`config.mk`:
```
export PLATFORM = sky130hd
export DESIGN_NAME = per_node_sequence_gap_tracker
export DESIGN_NICKNAME = d
export VERILOG_FILES = /design/src/rtl/pnsgt_pkg.sv /design/src/rtl/pnsgt_ram.sv /design/src/rtl/per_node_sequence_gap_tracker.sv
export SDC_FILE = /design/constraint.sdc
export NUM_CORES = 2
export LEC_CHECK = 0
export ABC_AREA = 1
export BUFFER_PORTS_ARGS = -buffer_cell sky130_fd_sc_hd__buf_2
export CAP_MARGIN = 20
export CORE_UTILIZATION = 34
export DETAILED_ROUTE_END_ITERATION = 10
export SYNTH_ARGS = -nofsm -noshare
export SYNTH_HDL_FRONTEND = slang
export SYNTH_SLANG_ARGS = --single-unit
```
`constraint.sdc`:
```
create_clock -name clk -period 5.2 [get_ports clk]
set_input_delay 0.26 -clock clk [delete_from_list [all_inputs] [get_ports clk]]
set_output_delay 0.26 -clock clk [all_outputs]
set_load 0.01 [all_outputs]
```
`src/rtl/pnsgt_pkg.sv`:
```
// Package: table sizing, state machine type and status codes of the sequence gap tracker.
package pnsgt_pkg;

  localparam int TABLE_DEPTH = 64;
  localparam int IDX_W       = (TABLE_DEPTH > 1) ? $clog2(TABLE_DEPTH) : 1;
  localparam int CNT_W       = $clog2(TABLE_DEPTH + 1);

  localparam int VENDOR_W  = 16;
  localparam int NODE_W    = 8;
  localparam int SEQ_W     = 16;
  localparam int STATUS_W  = 3;
  localparam int MISSING_W = 15;

  localparam int CFG_AW = 3;
  localparam int CFG_DW = 32;

  localparam logic [CFG_AW-3:0]   REG_EXPECTED_VENDOR = 1'b0;
  localparam logic [VENDOR_W-1:0] VENDOR_RESET        = 16'hFFFF;

  localparam logic [STATUS_W-1:0] STAT_WRONG_VENDOR = 3'd0;
  localparam logic [STATUS_W-1:0] STAT_TABLE_FULL   = 3'd1;
  localparam logic [STATUS_W-1:0] STAT_FIRST        = 3'd2;
  localparam logic [STATUS_W-1:0] STAT_IN_ORDER     = 3'd3;
  localparam logic [STATUS_W-1:0] STAT_GAP          = 3'd4;
  localparam logic [STATUS_W-1:0] STAT_DUPLICATE    = 3'd5;
  localparam logic [STATUS_W-1:0] STAT_LATE         = 3'd6;

  typedef enum logic {
    ST_IDLE,
    ST_EXEC
  } state_t;

endpackage

```
`src/rtl/pnsgt_ram.sv`:
```
// Generic single-port-write, single-port-read RAM with registered read data.
module pnsgt_ram #(
  parameter int WIDTH = 16,
  parameter int DEPTH = 64
) (
  input  logic                                        clk,
  input  logic                                        we,
  input  logic [((DEPTH > 1) ? $clog2(DEPTH) : 1)-1:0] waddr,
  input  logic [WIDTH-1:0]                            wdata,
  input  logic [((DEPTH > 1) ? $clog2(DEPTH) : 1)-1:0] raddr,
  output logic [WIDTH-1:0]                            rdata
);

  logic [WIDTH-1:0] mem [DEPTH];

  always_ff @(posedge clk) begin
    if (we) begin
      mem[waddr] <= wdata;
    end
    rdata <= mem[raddr];
  end

endmodule

```
`src/rtl/per_node_sequence_gap_tracker.sv`:
```
// Top level of the per-node sequence gap tracker.
//
// Each accepted packet header (vendor id, node id, 16-bit sequence) yields one
// result: a status code, a duplicate flag and, on a gap, the count of skipped
// sequence numbers. Node ids are held in a register table of TABLE_DEPTH
// entries that is compared in parallel in the cycle the header is taken; the
// last sequence of each node lives in a synchronous RAM that is read in that
// same cycle and written back in the next, or later while an earlier result
// still waits at the output. Headers are taken only in the idle state. The
// result sits in an output register, so one pending result does not hold
// back the next header. The expected vendor id is written through
// the APB-style port at byte address 0 and resets to 0xFFFF.
module per_node_sequence_gap_tracker
  import pnsgt_pkg::*;
(
  input  logic                  clk,
  input  logic                  rst_n,

  input  logic                  in_valid,
  output logic                  in_ready,
  input  logic [VENDOR_W-1:0]   in_vendor_id,
  input  logic [NODE_W-1:0]     in_node_id,
  input  logic [SEQ_W-1:0]      in_seq,

  output logic                  out_valid,
  input  logic                  out_ready,
  output logic [STATUS_W-1:0]   out_status,
  output logic                  out_is_duplicate,
  output logic [MISSING_W-1:0]  out_missing_count,

  input  logic                  cfg_psel,
  input  logic                  cfg_penable,
  input  logic                  cfg_pwrite,
  input  logic [CFG_AW-1:0]     cfg_paddr,
  input  logic [CFG_DW-1:0]     cfg_pwdata,
  output logic [CFG_DW-1:0]     cfg_prdata,
  output logic                  cfg_pready
);

  state_t state_r, state_nxt;

  logic [VENDOR_W-1:0] expected_vendor_r;
  logic [NODE_W-1:0]   node_ids_r [TABLE_DEPTH];
  logic [CNT_W-1:0]    entry_count_r;

  logic                vendor_ok_r;
  logic                hit_r;
  logic [IDX_W-1:0]    slot_r;
  logic [NODE_W-1:0]   node_r;
  logic [SEQ_W-1:0]    seq_r;

  logic                out_valid_r;
  logic [STATUS_W-1:0] out_status_r;
  logic                out_dup_r;
  logic [MISSING_W-1:0] out_missing_r;

  logic [TABLE_DEPTH-1:0] match;
  logic                   hit;
  logic [IDX_W-1:0]       slot;

  logic                   in_xfer;
  logic                   exec_done;
  logic                   cfg_wr;

  logic [IDX_W-1:0]       ram_raddr;
  logic [IDX_W-1:0]       ram_waddr;
  logic                   ram_we;
  logic [SEQ_W-1:0]       ram_rdata;

  logic [SEQ_W-1:0]       diff;
  logic                   table_full;
  logic                   append;
  logic [STATUS_W-1:0]    res_status;
  logic                   res_dup;
  logic [MISSING_W-1:0]   res_missing;

  // Parallel compare against the live entries.
  always_comb begin
    slot = '0;
    for (int i = 0; i < TABLE_DEPTH; i++) begin
      match[i] = (CNT_W'(i) < entry_count_r) && (node_ids_r[i] == in_node_id);
      if (match[i]) begin
        slot = slot | IDX_W'(i);
      end
    end
    hit = |match;
  end

  assign in_xfer   = in_valid && in_ready;
  assign exec_done = (state_r == ST_EXEC) && (!out_valid_r || out_ready);
  assign cfg_wr    = cfg_psel && cfg_penable && cfg_pwrite && cfg_pready;

  // Next state.
  always_comb begin
    state_nxt = state_r;
    case (state_r)
      ST_IDLE: begin
        if (in_valid) begin
          state_nxt = ST_EXEC;
        end
      end
      ST_EXEC: begin
        if (!out_valid_r || out_ready) begin
          state_nxt = ST_IDLE;
        end
      end
      default: state_nxt = ST_IDLE;
    endcase
  end

  // State outputs.
  always_comb begin
    in_ready  = 1'b0;
    ram_raddr = slot_r;
    case (state_r)
      ST_IDLE: begin
        in_ready  = 1'b1;
        ram_raddr = slot;
      end
      ST_EXEC: begin
        in_ready  = 1'b0;
        ram_raddr = slot_r;
      end
      default: begin
        in_ready  = 1'b0;
        ram_raddr = slot_r;
      end
    endcase
  end

  // Classify against the stored sequence.
  always_comb begin
    diff        = seq_r - ram_rdata;
    table_full  = (entry_count_r >= CNT_W'(TABLE_DEPTH));
    append      = vendor_ok_r && !hit_r && !table_full;
    ram_we      = 1'b0;
    res_dup     = 1'b0;
    res_missing = '0;
    if (!vendor_ok_r) begin
      res_status = STAT_WRONG_VENDOR;
    end else if (!hit_r) begin
      if (table_full) begin
        res_status = STAT_TABLE_FULL;
      end else begin
        res_status = STAT_FIRST;
        ram_we     = exec_done;
      end
    end else if (diff == '0) begin
      res_status = STAT_DUPLICATE;
      res_dup    = 1'b1;
    end else if (diff[SEQ_W-1]) begin
      res_status = STAT_LATE;
    end else if (diff == SEQ_W'(1)) begin
      res_status = STAT_IN_ORDER;
      ram_we     = exec_done;
    end else begin
      res_status  = STAT_GAP;
      res_missing = MISSING_W'(diff - SEQ_W'(1));
      ram_we      = exec_done;
    end
    ram_waddr = hit_r ? slot_r : entry_count_r[IDX_W-1:0];
  end

  pnsgt_ram #(
    .WIDTH (SEQ_W),
    .DEPTH (TABLE_DEPTH)
  ) u_seq_ram (
    .clk   (clk),
    .we    (ram_we),
    .waddr (ram_waddr),
    .wdata (seq_r),
    .raddr (ram_raddr),
    .rdata (ram_rdata)
  );

  always_ff @(posedge clk) begin
    if (!rst_n) begin
      state_r           <= ST_IDLE;
      expected_vendor_r <= VENDOR_RESET;
      entry_count_r     <= '0;
      out_valid_r       <= 1'b0;
    end else begin
      state_r <= state_nxt;
      if (cfg_wr && (cfg_paddr[CFG_AW-1:2] == REG_EXPECTED_VENDOR)) begin
        expected_vendor_r <= cfg_pwdata[VENDOR_W-1:0];
      end
      if (exec_done && append) begin
        entry_count_r <= entry_count_r + CNT_W'(1);
      end
      if (exec_done) begin
        out_valid_r <= 1'b1;
      end else if (out_ready) begin
        out_valid_r <= 1'b0;
      end
    end
  end

  // Capture the header and lookup result; load results and append entries.
  always_ff @(posedge clk) begin
    if (in_xfer) begin
      vendor_ok_r <= (in_vendor_id == expected_vendor_r);
      hit_r       <= hit;
      slot_r      <= slot;
      node_r      <= in_node_id;
      seq_r       <= in_seq;
    end
    if (exec_done) begin
      out_status_r  <= res_status;
      out_dup_r     <= res_dup;
      out_missing_r <= res_missing;
    end
    if (exec_done && append) begin
      node_ids_r[entry_count_r[IDX_W-1:0]] <= node_r;
    end
  end

  assign out_valid         = out_valid_r;
  assign out_status        = out_status_r;
  assign out_is_duplicate  = out_dup_r;
  assign out_missing_count = out_missing_r;

  assign cfg_pready = 1'b1;
  assign cfg_prdata = (cfg_paddr[CFG_AW-1:2] == REG_EXPECTED_VENDOR)
                      ? CFG_DW'(expected_vendor_r) : '0;

endmodule

```
==> flow_metrics.env <==
export IMPL_vias=49800
export IMPL_reg2reg_depth=19
export IMPL_netlist_area_sq_um=73700
export IMPL_maxSlewViolCount=0
export IMPL_via_per_inst=4.95
export IMPL_post_synth_cell_area_avg_sq_um=10.7
export IMPL_drt_first_pass_iters=6
export IMPL_grt_pass1_vias=47700
export IMPL_routed_wl_microns=211000
export IMPL_path_buf_inv=3
export IMPL_startpoint_type="register"
export IMPL_drc=0
export IMPL_setup_tns_ns=0
export IMPL_crit_family="simple AND/OR/NAND/NOR gates"
export IMPL_cts_resized_gates=0
export IMPL_nets=7194
export IMPL_period_share_pct=88.3
export IMPL_initial_utilization_pct=34.3
export IMPL_utilization_pct=39.1
export IMPL_crit_path_cell_trace="inv_1 > ha_1 > inv_1 > fa_1 > nand3_1 > nand2_1 > a21boi_0 > o21ai_0 > a31oi_1 > o21ai_0 > xor2_1 > nand2_1 > nor2_1 > nand3_1 > nand2_1 > nand2_2 > nand2_1 > nor2_1 > buf_4"
export IMPL_yosys_warnings=0
export IMPL_synth_common_cells="1587 x edfxtp_1, 1437 x nand2_1, 1162 x nand3_1, 1009 x inv_1, 417 x nor2_1"
export IMPL_critPathMostFrequentCell="nand2_1"
export IMPL_fin_crit_ns=4.59
export IMPL_outcome="finished clean"
export IMPL_routabilityCongestion=0.924
export IMPL_p_total_uw=29600
export IMPL_fin_skew_ns=0.0555
export IMPL_synth_area_leaders="edfxtp_1 65%, nand3_1 7.9%, nand2_1 7.3%"
export IMPL_powerDensity_nw_per_um2=351
export IMPL_ys_ff_latch=1628
export IMPL_postCtsHoldBufs=56
export IMPL_clk_pin_slew_worst_paths_ns=0.06
export IMPL_post_cts_setup_buffers=0
export IMPL_drtAntennaViolNets=0
export IMPL_drive_gt1_share_pct=8.69
export IMPL_core_sq_um=215000
export IMPL_synth_ff_type="edfxtp_1"
export IMPL_criticalPathCategory="reg -> reg"
export IMPL_rrSetupSlack_ns=0.61
export IMPL_worstPathArrival_ns=5.08
export IMPL_synth_edf_count=1587
export IMPL_synth_cell_types=54
export IMPL_synth_cells=6880
export IMPL_crit_fanout=13
export IMPL_seq_area_frac_synth_pct=65.8
export IMPL_grt_total_usage_pct=19.1
export IMPL_max_slew_margin_pct=30.8
export IMPL_fill_cells=20500
export IMPL_rsz0062_at_grt="no"
export IMPL_die_area_sq_um=219000
export IMPL_final_hold_violation_count=0
export IMPL_cts_tree="done"
export IMPL_die_h_microns=468
export IMPL_cp_slowest_cell="nor2_1"
export IMPL_power_leakage_uw=0.0330
export IMPL_end_kind="register"
export IMPL_htreeDepth=4
export IMPL_drt_iter0_markers=5607
export IMPL_synth_top_area_share_pct=64.7
export IMPL_overflow=0
export IMPL_timing_fmax_mhz=218
export IMPL_portBuffers=100
export IMPL_clkLatencyLatePin_ns=0.84
export IMPL_yosys_cell_count_top_type="edfxtp_1"
export IMPL_dp_hpwl_microns=124000
export IMPL_grt_max_degree=130
export IMPL_clock_sinks=1628
export IMPL_antenna_found_initial=6
export IMPL_row_count=170
export IMPL_required_ns=5.69
export IMPL_ys_async_sr_fraction_pct=0
export IMPL_clk_path_buf_depth=3
export IMPL_setup_violations=0
export IMPL_ios=136
export IMPL_drv_cap=0
export IMPL_die_x_microns=468
export IMPL_holdPathStages=2
export IMPL_worst_path_stages=19
export IMPL_max_stage_delay_ns=0.48
export IMPL_grt_pass1_wl_microns=311000
export IMPL_vdd_drop_max_v=0.000357
export IMPL_cts_root_buf="clkbuf_16"
export IMPL_tightestPinTransition_ns=1.04
export IMPL_cts_buffers=171
export IMPL_syn_to_final_growth_pct=14.2
export IMPL_routedWlPerCell_microns=21.0
export IMPL_yosysTopAreaCell="edfxtp_1"
export IMPL_hold_path_class="in -> reg"
[path summary, 6_finish.rpt]
kind	start	end
worst max-delay path	seq_r[0]	u_seq_ram.mem[40][12]
worst min-delay path	in_node_id[4]	node_r[4]
worst max register to register	seq_r[0]	u_seq_ram.mem[40][12]
worst min register to register	out_valid	out_valid
[final cells by class]
type / count / area, sq um / area share, %
Antenna cell: 3 / 7.51 / 0.00892
Inverter: 1019 / 3820 / 4.54
Multi-Input combinational cell: 3895 / 19600 / 23.3
Clock buffer: 211 / 4490 / 5.33
Tap cell: 2838 / 3550 / 4.22
Sequential cell: 1628 / 48500 / 57.6
Timing Repair Buffer: 378 / 3160 / 3.76
Clock inverter: 94 / 1080 / 1.28
[kinds of logic after synthesis]
group           synth area share, %
fa+ha+maj                     0.333
simple gates                   20.2
flops                          65.8
compound gates                 1.23
xor+xnor                       4.62
other cells                  0.0102
buf+inv                        7.84
[metrics by stage]
stage / std cells / instance area, sq um / worst slack, ns / hold slack (ns)
6_report: 10100 / 84200 / 0.608 / 0.0875
3_5_place_dp: 9700 / 78000 / 0.682 / 0.439
2_1_floorplan: 6895 / 73800 / 0.825 / 0.359
5_1_grt: 10100 / 84200 / 0.309 / 0.0412
3_3_place_gp: 9700 / 78000 / 0.700 / 0.440
4_1_cts: 10100 / 84200 / 0.666 / 0.0356
[state kept, by name, indices dropped and copies added (netlist names)]
register	cells
u_seq_ram.mem	1024
node_ids_r	512
expected_vendor_r	16
seq_r	16
u_seq_ram.rdata	16
out_missing_count	15
node_r	8
entry_count_r	7
slot_r	6
out_status	3
hit_r	1
out_is_duplicate	1
out_valid	1
state_r	1
vendor_ok_r	1
[layout by cell type, fill, tap and decap left out, types with 21 or more instances in the layout]
cell type      count
o211ai_1          21
clkbuf_1          34
clkbuf_16        171
buf_4            195
a21oi_1           41
buf_2             92
dlygate4sd3_1     56
nand3_1         1162
xnor2_1          262
clkinv_1          37
nor2_1           415
nand2_1         1435
nand3b_1         165
edfxtp_1        1587
xor2_1           127
o21ai_0           54
inv_1           1009
nand4_1           36
nor3_1            29
buf_12            33
dfxtp_1           41
clkinv_2          22
or2_2             33
[routing by layer]
| layer | global-route usage, % | vias to the layer above | wire length (microns) |
|---|---|---|---|
| met4 | 7.50 | 0 | 8460 |
| li1 | - | 23200 | - |
| met2 | 31.2 | 1932 | 99800 |
| met1 | 25.4 | 24300 | 87300 |
| met3 | 2.95 | 387 | 15700 |
| met5 | 0 | - | 0 |
[where the power goes]
group | switching, uW | internal [uW]
Combinational | 1990 | 777
Sequential | 69.2 | 14500
Clock | 5310 | 6930
Total | 7360 | 22200
No activity file was read; power rests on OpenSTA's default activity.
